==> config.mk <==
export PLATFORM = sky130hd
export DESIGN_NAME = frame_decoder_crc16
export DESIGN_NICKNAME = d
export VERILOG_FILES = /design/src/sv/fdc16_pkg.sv /design/src/sv/frame_decoder_crc16.sv
export SDC_FILE = /design/constraint.sdc
export NUM_CORES = 1
export LEC_CHECK = 0
export ABC_AREA = 0
export BUFFER_PORTS_ARGS = -buffer_cell sky130_fd_sc_hd__buf_2
export CAP_MARGIN = 20
export CORE_MARGIN = 2
export CORE_UTILIZATION = 40
export DETAILED_ROUTE_END_ITERATION = 10
export GPL_TIMING_DRIVEN = 0
export SLEW_MARGIN = 20
export SYNTH_ARGS = -nofsm -noshare
export SYNTH_HDL_FRONTEND = slang
export SYNTH_SLANG_ARGS = --single-unit
==> constraint.sdc <==
create_clock -name clk -period 5.95 [get_ports clk]
set_clock_uncertainty 0.2 [all_clocks]
set_input_delay 0.595 -clock clk [delete_from_list [all_inputs] [get_ports clk]]
set_output_delay 0.595 -clock clk [all_outputs]
set_load 0.05 [all_outputs]
==> src/sv/fdc16_pkg.sv <==
// fdc16_pkg: shared types, constants and the byte-wide CRC-16/MODBUS step
// for the frame decoder. No dependencies.
package fdc16_pkg;

  localparam int MAX_PAYLOAD_DEF = 256;

  localparam logic [15:0] CRC_INIT = 16'hFFFF;
  localparam logic [15:0] CRC_POLY = 16'hA001;   // reflected 0x8005

  localparam int CFG_IDX_W = 2;
  localparam int CFG_DATA_W = 8;

  // configuration register indexes
  localparam logic [CFG_IDX_W-1:0] CFG_START_FIRST  = 2'd0;
  localparam logic [CFG_IDX_W-1:0] CFG_START_SECOND = 2'd1;
  localparam logic [CFG_IDX_W-1:0] CFG_VERSION      = 2'd2;

  typedef enum logic [1:0] {
    ST_OK      = 2'd0,
    ST_BAD_LEN = 2'd1,
    ST_BAD_CMD = 2'd2,
    ST_BAD_CRC = 2'd3
  } status_t;

  typedef struct packed {
    logic        kind;          // 0 payload byte, 1 end-of-frame status
    logic [7:0]  payload_byte;
    status_t     status;
    logic [7:0]  command;
    logic [7:0]  sequence_res;
    logic [8:0]  payload_length;
  } result_t;

  // one byte through the LSB-first CRC, eight shift steps
  function automatic logic [15:0] crc16_byte(input logic [15:0] crc_in,
                                             input logic [7:0] b);
    logic [15:0] c;
    c = crc_in ^ {8'h00, b};
    for (int k = 0; k < 8; k++) begin
      if (c[0]) begin
        c = (c >> 1) ^ CRC_POLY;
      end else begin
        c = c >> 1;
      end
    end
    return c;
  endfunction

endpackage

==> src/sv/frame_decoder_crc16.sv <==
// frame_decoder_crc16: byte-serial deframer with CRC-16/MODBUS check.
// Depends on fdc16_pkg (types, register indexes, CRC byte step).
//
// The block takes one frame byte per item on the in_ stream (in_tlast marks
// the last byte) and returns payload bytes as they arrive plus one status
// item at end of frame. Frame: start byte 1, start byte 2, version, command,
// sequence, 16-bit LE length, payload, 16-bit LE CRC over bytes 2..6 and the
// payload. Payload items are sent before the frame is checked; discard them
// unless the closing status is OK. One item is accepted every clock cycle
// while in_tready is high; each result is registered before it appears on
// out_. The combinational byte-wide CRC update sits between the frame state
// registers and the output register. A two-entry output stage (output
// register plus skid register) lets the input keep accepting while out_tready
// is low, until a result is parked in the skid register. Configuration writes
// must happen only while no frame is in progress.
module frame_decoder_crc16
  import fdc16_pkg::*;
#(
  parameter int MAX_PAYLOAD = MAX_PAYLOAD_DEF   // 1 .. 511
) (
  input  logic                  clk,
  input  logic                  rst_n,
  // configuration write port
  input  logic                  cfg_we,
  input  logic [CFG_IDX_W-1:0]  cfg_index,
  input  logic [CFG_DATA_W-1:0] cfg_wdata,
  // input stream
  input  logic                  in_tvalid,
  output logic                  in_tready,
  input  logic [7:0]            in_tdata,    // [7:0] data_byte
  input  logic                  in_tlast,    // end_of_frame
  // result stream
  output logic                  out_tvalid,
  input  logic                  out_tready,
  output logic [39:0]           out_tdata,   // [7:0] payload_byte, [9:8] status,
                                             // [17:10] command, [25:18] sequence_res,
                                             // [34:26] payload_length, [39:35] zero
  output logic                  out_tuser    // kind
);

  // byte counter saturates at the larger of 511 and MAX_PAYLOAD + 10
  localparam int POS_LIMIT = (MAX_PAYLOAD + 10 > 511) ? MAX_PAYLOAD + 10 : 511;
  localparam int POS_W = $clog2(POS_LIMIT + 1);
  localparam logic [POS_W-1:0] POS_MAX = POS_W'(POS_LIMIT);
  localparam logic [16:0] MAX_LEN17 = 17'(MAX_PAYLOAD);

  // ---------------- configuration registers ----------------
  logic [7:0] start1_r, start2_r, version_r;

  always_ff @(posedge clk) begin
    if (!rst_n) begin
      start1_r  <= '0;
      start2_r  <= '0;
      version_r <= '0;
    end else if (cfg_we) begin
      unique case (cfg_index)
        CFG_START_FIRST:  start1_r  <= cfg_wdata;
        CFG_START_SECOND: start2_r  <= cfg_wdata;
        CFG_VERSION:      version_r <= cfg_wdata;
        default: ;  // unused index, write dropped
      endcase
    end
  end

  // ---------------- frame state ----------------
  logic [POS_W-1:0] pos_r, pos_nxt;
  logic [15:0]      len_r, len_nxt;
  logic [15:0]      crc_r, crc_nxt;
  logic             hdr_ok_r, hdr_ok_nxt;
  logic [7:0]       cmd_r, cmd_nxt;
  logic [7:0]       seq_r, seq_nxt;
  logic [15:0]      chk_r, chk_nxt;

  logic             in_fire;
  logic [15:0]      crc_step;
  logic [16:0]      pos17, off17, len17;
  logic             is_payload;
  logic [POS_W-1:0] count;
  result_t          res;
  logic             res_valid;

  assign in_fire  = in_tvalid && in_tready;
  assign crc_step = crc16_byte(crc_r, in_tdata);
  assign pos17    = 17'(pos_r);
  assign off17    = pos17 - 17'd7;          // payload offset, valid from position 7
  assign len17    = {1'b0, len_r};
  assign count    = (pos_r < POS_MAX) ? pos_r + 1'b1 : POS_MAX;

  always_comb begin
    logic [16:0] len_end;
    len_nxt    = len_r;
    crc_nxt    = crc_r;
    hdr_ok_nxt = hdr_ok_r;
    cmd_nxt    = cmd_r;
    seq_nxt    = seq_r;
    chk_nxt    = chk_r;
    is_payload = 1'b0;

    // absorb the byte at its frame position
    priority if (pos_r == POS_W'(0)) begin
      if (in_tdata != start1_r) hdr_ok_nxt = 1'b0;
    end else if (pos_r == POS_W'(1)) begin
      if (in_tdata != start2_r) hdr_ok_nxt = 1'b0;
    end else if (pos_r <= POS_W'(6)) begin
      if (pos_r == POS_W'(2) && in_tdata != version_r) hdr_ok_nxt = 1'b0;
      if (pos_r == POS_W'(3)) cmd_nxt = in_tdata;
      if (pos_r == POS_W'(4)) seq_nxt = in_tdata;
      if (pos_r == POS_W'(5)) len_nxt = {len_r[15:8], in_tdata};
      if (pos_r == POS_W'(6)) len_nxt = {in_tdata, len_r[7:0]};
      crc_nxt = crc_step;
    end else if (off17 < len17) begin
      crc_nxt    = crc_step;
      is_payload = 1'b1;
    end else if (off17 == len17) begin
      chk_nxt = {chk_r[15:8], in_tdata};
    end else if (off17 == len17 + 17'd1) begin
      chk_nxt = {in_tdata, chk_r[7:0]};
    end else begin
      // bytes past the check are only counted
    end

    pos_nxt = count;

    // result for this byte
    res       = '0;
    res_valid = 1'b0;
    len_end   = {1'b0, len_nxt} + 17'd9;
    if (in_tlast) begin
      res_valid = 1'b1;
      res.kind  = 1'b1;
      priority if (count < POS_W'(9)) begin
        res.status = ST_BAD_LEN;
      end else if (!hdr_ok_nxt) begin
        res.status = ST_BAD_CMD;
      end else if ({1'b0, len_nxt} > MAX_LEN17) begin
        res.status = ST_BAD_LEN;
      end else if (17'(count) != len_end) begin
        res.status = ST_BAD_LEN;
      end else if (chk_nxt != crc_nxt) begin
        res.status = ST_BAD_CRC;
      end else begin
        res.status         = ST_OK;
        res.command        = cmd_nxt;
        res.sequence_res   = seq_nxt;
        res.payload_length = len_nxt[8:0];
      end
      // end of frame: back to the idle frame state
      pos_nxt    = '0;
      len_nxt    = '0;
      crc_nxt    = CRC_INIT;
      hdr_ok_nxt = 1'b1;
      cmd_nxt    = '0;
      seq_nxt    = '0;
      chk_nxt    = '0;
    end else if (is_payload) begin
      res_valid        = 1'b1;
      res.payload_byte = in_tdata;
    end
  end

  always_ff @(posedge clk) begin
    if (!rst_n) begin
      pos_r    <= '0;
      len_r    <= '0;
      crc_r    <= CRC_INIT;
      hdr_ok_r <= 1'b1;
      cmd_r    <= '0;
      seq_r    <= '0;
      chk_r    <= '0;
    end else if (in_fire) begin
      pos_r    <= pos_nxt;
      len_r    <= len_nxt;
      crc_r    <= crc_nxt;
      hdr_ok_r <= hdr_ok_nxt;
      cmd_r    <= cmd_nxt;
      seq_r    <= seq_nxt;
      chk_r    <= chk_nxt;
    end
  end

  // ---------------- output register + skid ----------------
  result_t out_r, skid_r;
  logic    out_valid_r, skid_valid_r;
  logic    new_valid, out_free;

  assign in_tready = !skid_valid_r;
  assign new_valid = in_fire && res_valid;
  assign out_free  = !out_valid_r || out_tready;

  always_ff @(posedge clk) begin
    if (!rst_n) begin
      out_valid_r  <= 1'b0;
      skid_valid_r <= 1'b0;
    end else if (out_free) begin
      // output slot opens: drain skid first, else take the new item
      out_valid_r  <= skid_valid_r || new_valid;
      skid_valid_r <= 1'b0;
    end else if (new_valid) begin
      skid_valid_r <= 1'b1;  // output stalled: park the new item
    end
  end

  always_ff @(posedge clk) begin
    if (out_free) begin
      out_r <= skid_valid_r ? skid_r : res;
    end else if (new_valid) begin
      skid_r <= res;
    end
  end

  assign out_tvalid = out_valid_r;
  assign out_tuser  = out_r.kind;
  assign out_tdata  = {5'b0, out_r.payload_length, out_r.sequence_res, out_r.command,
                       out_r.status, out_r.payload_byte};

  // ---------------- assertions ----------------
  a_skid_behind_out: assert property (@(posedge clk) disable iff (!rst_n)
    skid_valid_r |-> out_valid_r)
    else $error("skid holds an item while output register is empty");

  a_eof_clears: assert property (@(posedge clk) disable iff (!rst_n)
    in_fire && in_tlast |=> pos_r == '0 && crc_r == CRC_INIT && hdr_ok_r)
    else $error("frame state not cleared after end of frame");

  a_pos_sat: assert property (@(posedge clk) disable iff (!rst_n)
    pos_r <= POS_MAX)
    else $error("byte counter beyond saturation limit");

  a_payload_clean: assert property (@(posedge clk) disable iff (!rst_n)
    out_tvalid && !out_tuser |-> out_tdata[39:8] == '0)
    else $error("payload item carries status fields");

  a_bad_no_info: assert property (@(posedge clk) disable iff (!rst_n)
    out_tvalid && out_tuser && out_tdata[9:8] != ST_OK |-> out_tdata[34:10] == '0)
    else $error("failed frame reports header fields");

endmodule
# Word level (Yosys, flattened, before mapping)
# Cells that the tools add are included.
[totals] reg_bits=172 wordCells=139 output_inout_bits=43 input_bits=24
[op_classes] bitwise=11 mux=66 reduce_logical=14 n_lt_le_gt_ge=5 n_eq_ne=15 addsub=4
[ops] op="$mux 16" count=25
[ops] op="$mux 25" count=5
[ops] op="$mux 8" count=13
[ops] op="$mux 36" count=1
[ops] op="$eq 9x3->1 const B" count=3
[ops] op="$mux 27" count=1
[ops] op="$ne 8x8->1" count=3
[ops] op="$not 2->3" count=8
[ops] op="$eq 9x2->1 const B" count=2
[ops] op="$mux 9" count=2
[ops] op="$add 16x1->17 const B" count=1
[ops] op="$add 16x4->17 const B" count=1
[ops] op="$eq 17x16->1" count=1
[ops] op="$eq 17x17->1" count=1
[ops] op="$lt 17x16->1" count=1
[ops] op="$ne 9x17->1" count=1
[ops] op="$gt 16x9->1 const B" count=1
[ops] op="$ne 16x16->1" count=1
[ops] op="$xor 16x8->16" count=1
[ops] op="$mux 1" count=14
[ops] op="$mux 2" count=5
[ops] op="$sub 9x3->10 const B" count=1
[ops] op="$add 9x1->9 const B" count=1
[ops] op="$eq 9x1->1 const B" count=1
[ops] op="13 further kinds" count=21

# Logic depth before layout (Yosys ltp)
[logic_depth] word_depth=29 ltp_mapped=21 mapped_depth_nobuf=17

# Least setup slack after synthesis
# OpenSTA, ideal clock, no wires.
[synth_timing] path_kind="reg-to-reg" from="reg pos_r[0]" to="reg skid_r[0] (netlist name), enable pin" setup_ns=0.482 n_path_buf=1 synth_period_minus_slack_ns=6.093 t_arrival_ns=5.411 setup_slack_ns=-0.143 path_stages_with_launch=13 t_required_ns=5.268 cell_sequence="dfxtp_1 ha_1 clkbuf_1 a2111oi_0 xor2_1 ha_1 a21oi_1 o21ai_0 and2_1 o31ai_1 nand2_1 o21bai_1 nor3b_1"
[synth_via] elab_chain_cells=10 elab_cells_between_ends=13 cone_classes="1 x add/sub; 2 x order compare; 1 x eq/ne; 6 x mux; 3 x reduce/logical"
[synth_rtl] element="start: declaration" line_no="frame_decoder_crc16.sv:66" rtl="logic [POS_W-1:0] pos_r, pos_nxt;"
[synth_rtl] element="start signal: assignment" line_no="frame_decoder_crc16.sv:171" rtl="pos_r <= pos_nxt;"
[synth_rtl] element="$sub 9x3->10" line_no="frame_decoder_crc16.sv:85" rtl="assign off17 = pos17 - 17'd7;"
[synth_rtl] element="$lt 17x16->1" line_no="frame_decoder_crc16.sv:111" rtl="end else if (off17 < len17) begin"
[synth_rtl] element="$mux 1" line_no="frame_decoder_crc16.sv:111"
[synth_rtl] element="$mux 1" line_no="frame_decoder_crc16.sv:104" rtl="end else if (pos_r <= POS_W'(6)) begin"
[synth_rtl] element="$mux 1" line_no="frame_decoder_crc16.sv:102" rtl="end else if (pos_r == POS_W'(1)) begin"
[synth_rtl] element="$mux 1 *" line_no="frame_decoder_crc16.sv:100" rtl="priority if (pos_r == POS_W'(0)) begin"
[synth_rtl] element="$mux 1 *" line_no="frame_decoder_crc16.sv:155" rtl="end else if (is_payload) begin"
[synth_rtl] element="$mux 1 *" line_no="frame_decoder_crc16.sv:128" rtl="if (in_tlast) begin"
[synth_rtl] element="$logic_and 1x1->1 *" line_no="frame_decoder_crc16.sv:187" rtl="assign new_valid = in_fire && res_valid;"
[synth_rtl] element="$reduce_and 2->1 (no line) *"
[synth_rtl] element="end signal: assignment" line_no="frame_decoder_crc16.sv:207" rtl="skid_r <= res;"
[synth_rtl] element="end: declaration" line_no="frame_decoder_crc16.sv:182" rtl="result_t out_r, skid_r;"
# Every way passes the cells marked *; elsewhere a longest branch is shown, timed or not.
# A chain may end at the register's enable or synchronous reset.

# Worst setup path after layout
[layout_timing] from="reg pos_r[0]" to="reg out_r, in the netlist out_tdata[34] (data pin)"
[layout_via] elab_chain_cells=16 elab_cells_between_ends=45 cone_classes="3 x add/sub; 5 x order compare; 8 x eq/ne; 27 x mux; 2 x reduce/logical"
[layout_rtl] element="parallel branches: the longest is 13 deep, another holds $lt 17x16->1"
[layout_rtl] element="$mux 25 *" line_no="frame_decoder_crc16.sv:131" rtl="priority if (count < POS_W'(9)) begin"
[layout_rtl] element="$mux 27 *" line_no="frame_decoder_crc16.sv:128"
[layout_rtl] element="$mux 36 *" line_no="frame_decoder_crc16.sv:205" rtl="out_r <= skid_valid_r ? skid_r : res;"
[layout_rtl] element="end signal: assignment" line_no="frame_decoder_crc16.sv:205"
[layout_rtl] element="end: declaration" line_no="frame_decoder_crc16.sv:182"
# Mark *: on every way between the ends.

==> out/qor.yml <==
routing:
  drc: 0
  first_iter_violations: 873
  firstDrtPassIters: 6
  routed_wl_mm: 30.5
  wire_per_inst_um: 19.8
  vias: 8763
  viasPerCell: 5.69
  drtAntennaViolNets: 0
sta:
  hold_viol_final: 0
  fin_crit_sh_pct: 97.2
  slew_viol_final: 0
  worst_slack_ns: 0.164
  holdWs_ns: 0.241
  fmax_mhz: 173
  worstMarginPinSlew_ns: 0.995
  finalSetupViolCount: 0
  relSlewSlack_pct: 33.4
  period_needed_ns: 5.79
pwr:
  power.density_nw_per_um2: 223
  p_comb_share_pct: 10.4
  sequentialPowerShare_pct: 47.2
  intPower_uw: 1900
  ir_drop_mv: 0.143
  clockPowerShare_pct: 42.3
  p_switching_uw: 759
  p_leak_uw: 0.00435
  swShare_pct: 28.6
worst_setup_path:
  crit_type: "reg2reg"
  cp_max_fo: 10
  critPathRequiredTime_ns: 6.02
  critPathLaunchType: "register"
  cp_slowest_cell: "mux2i_2"
  cpPeakStageDelay_ns: 0.55
  worstPathArrival_ns: 5.85
  critPathCaptureType: "register"
  cp_cell_sequence: "inv_1 > ha_1 > or3b_2 > nand4_1 > clkbuf_4 > mux2i_2 > inv_1 > ha_1 > xnor2_1 > a2111oi_1 > o21ai_0 > or4_1 > or2_1 > nor2_1 > or4b_1 > buf_2 > buf_2 > o31ai_2"
global_routing:
  grt_max_degree: 30
  grt_util_all_layers_pct: 22.6
  grt_overflow: 0
  grt_pass1_vias: 8086
  antenna_found_initial: 0
  grt_pass1_wl_mm: 46.6
synthesis:
  synth_edf_count: 72
  ys_seq_elements: 172
  yosysTopAreaCellShare_pct: 21.0
  syn_avg_cell_area_um2: 9.34
  syn_inst: 1105
  yosysSeqAreaShare_pct: 40.4
  ys_async_sr_fraction_pct: 0
  syn_area_um2: 10300
  ys.flop_type: "dfxtp_1"
  netlist_top_cells_area: "edfxtp_1 (21%), dfxtp_1 (19%), mux2i_1 (6.7%)"
  ys.warnings.count: 0
  synthDistinctLibCells: 78
  yosys.area.top_type: "edfxtp_1"
clocking:
  h-tree-depth: 4
  clk_pin_slew_ns: 0.07
  cts.sinks: 172
  clk_latency_ns: 0.44
  clockBufferDepth: 2
  cts_root_buf: "clkbuf_16"
  cts_buffers: 17
  cts_tree: "built"
status:
  status: "finished clean"
run:
  cap_viol_max_count: 0
floorplan:
  start_util_pct: 40.9
  core_area_um2: 25300
  fp.dieArea_um2: 27100
  std_cell_rows: 58
  design.portCount: 67
  die_w_um: 165
  fp.dieH_um: 165
layout:
  antenna_cells: 0
  finalNetCount: 1246
  final_cell_count_no_fill: 1541
  drive_gt1_share_pct: 14.9
  postLayoutCellArea_um2: 11900
  ff_latch_area_um2: 4170
  areaGrowthSynthToFinish_pct: 15.6
  final_core_util_pct: 47.2
  multi_input_area_um2: 5840
  nFillCells: 2458
place:
  pre_cts_slack_ns: -0.520
  place_inst: 1499
  hpwl_mm: 22.8
  place_area_um2: 11100
  gp_congestion: 0.911
  io_buffer_count: 57
hold_path:
  hold_class: "in2reg"
-- state kept, by name, summed over array words and instances, names as in the netlist --
signal,count
cmd_r,8
len_r,16
hdr_ok_r,1
version_r,8
skid_valid_r,1
seq_r,8
out_tdata,35
start1_r,8
start2_r,8
out_tuser,1
out_tvalid,1
pos_r,9
crc_r,16
chk_r,16
skid_r,36
-- cells in the final DEF (no fill, tap or decap), types with 18 or more instances in the layout --
| cell | instances |
|---|---|
| nor2_1 | 55 |
| and2_1 | 22 |
| nand2_1 | 102 |
| o22ai_1 | 18 |
| nand3_1 | 26 |
| buf_2 | 59 |
| o31ai_2 | 26 |
| edfxtp_1 | 72 |
| clkbuf_1 | 60 |
| xnor2_1 | 55 |
| dfxtp_1 | 97 |
| xor2_1 | 35 |
| o21ai_0 | 27 |
| inv_1 | 34 |
| nor2b_1 | 84 |
| a22oi_1 | 48 |
| ha_1 | 23 |
| a21oi_1 | 32 |
| mux2i_1 | 67 |
-- cells by family (layout without fill, tap and decap cells) --
group                    after synthesis  in the layout  share of synthesized area, %
buffers and inverters                116            218                          4.58
XOR/XNOR                              93             93                          8.16
AO/OA/AOI/OAI                        223            223                          15.9
multiplexers                          73             73                          7.13
other                                  1              5                        0.0363
adder cells (fa/ha/maj)               24             24                          2.91
AND/OR/NAND/NOR                      403            403                          20.9
flip-flops                           172            172                          40.4
-- worst paths after layout --
path / cells after the start / startpoint / end / slack, ns
setup / recovery: 18 / pos_r[0] / out_tdata[34] / 0.16
hold / removal: 1 / in_tlast / skid_r[35] / 0.24
setup reg to reg: 18 / pos_r[0] / out_tdata[34] / 0.16
hold reg to reg: 2 / crc_r[9] / crc_r[9] / 0.32
-- critical path: cells and delay by family, from the launching register on --
| family | cells | cell delay [ns] |
|---|---|---|
| DFF | 1 | 0.41 |
| muxes | 1 | 0.55 |
| adders and majority gates | 2 | 0.59 |
| buffers and inverters | 5 | 0.91 |
| and+or+nand+nor | 6 | 1.87 |
| xor gates and xnor gates | 1 | 0.16 |
| AOI/OAI and AO/OA | 3 | 0.90 |
-- through the flow --
stage               power, uW  setup TNS [ns]
CTS                      2660               0
finish                   2660               0
floorplan                1470               0
global route             2730         -0.0932
detailed placement       1550          -22.83
global placement         1550          -34.21
-- power by group through the flow --
stage	registers [uW]	logic (uW)	clock network, uW
finish	1250	277	1120
global route	1260	296	1180
CTS	1250	274	1140
detailed placement	1280	273	0
global placement	1280	269	0
floorplan	1320	153	0
-- cell usage after synthesis (3+ instances only) --
| master | number |
|---|---|
| nand4_1 | 14 |
| nor3b_1 | 8 |
| nor3_1 | 16 |
| o21a_1 | 3 |
| nor2b_1 | 84 |
| ha_1 | 24 |
| nor4_1 | 17 |
| o21ai_0 | 27 |
| buf_2 | 3 |
| nor2_1 | 56 |
| buf_1 | 7 |
| and2_1 | 22 |
| o31ai_1 | 4 |
| nand3b_1 | 3 |
| o21ai_1 | 7 |
| a21oi_1 | 33 |
| o31ai_2 | 25 |
| dfxtp_1 | 100 |
| xnor2_1 | 55 |
| edfxtp_1 | 72 |
| inv_1 | 34 |
| or4_1 | 5 |
| nand2b_1 | 8 |
| nand3_1 | 27 |
| o211ai_1 | 6 |
| a21boi_0 | 4 |
| mux2_2 | 3 |
| buf_4 | 5 |
| and4_1 | 6 |
| o22ai_1 | 18 |
| clkbuf_1 | 65 |
| a22oi_1 | 48 |
| mux2i_1 | 69 |
| xor2_1 | 36 |
| and3_1 | 16 |
| nand2_1 | 103 |
| a31oi_1 | 10 |
| or3_1 | 4 |
| o311ai_0 | 4 |
| a211oi_1 | 6 |
-- per-layer routing --
metal  global-route usage, %  vias to the layer above  wire length [um]
met3                    3.59                       47              1870
met2                    34.8                      345             13600
met4                    8.06                        0               855
met5                       0                        -                 0
li1                        -                     4178                 -
met1                    32.1                     4193             14200
-- final cells by class --
cell class / instances / share of cell area, %
multi-input combinational: 821 / 48.9
sequential: 172 / 34.9
timing repair buffer: 72 / 3.67
clock buffer: 17 / 3.57
tap: 330 / 3.46
buffer: 80 / 2.97
clock inverter: 15 / 1.37
inverter: 34 / 1.07
-- repair_timing --
item	CTS	global route
hold endpoints to repair	0	0
setup buffers	9	3
gates resized for setup	16	22
setup endpoints to repair	53	51
hold buffers	0	0
pin swaps	2	2
(Power assumes the default switching activity.)
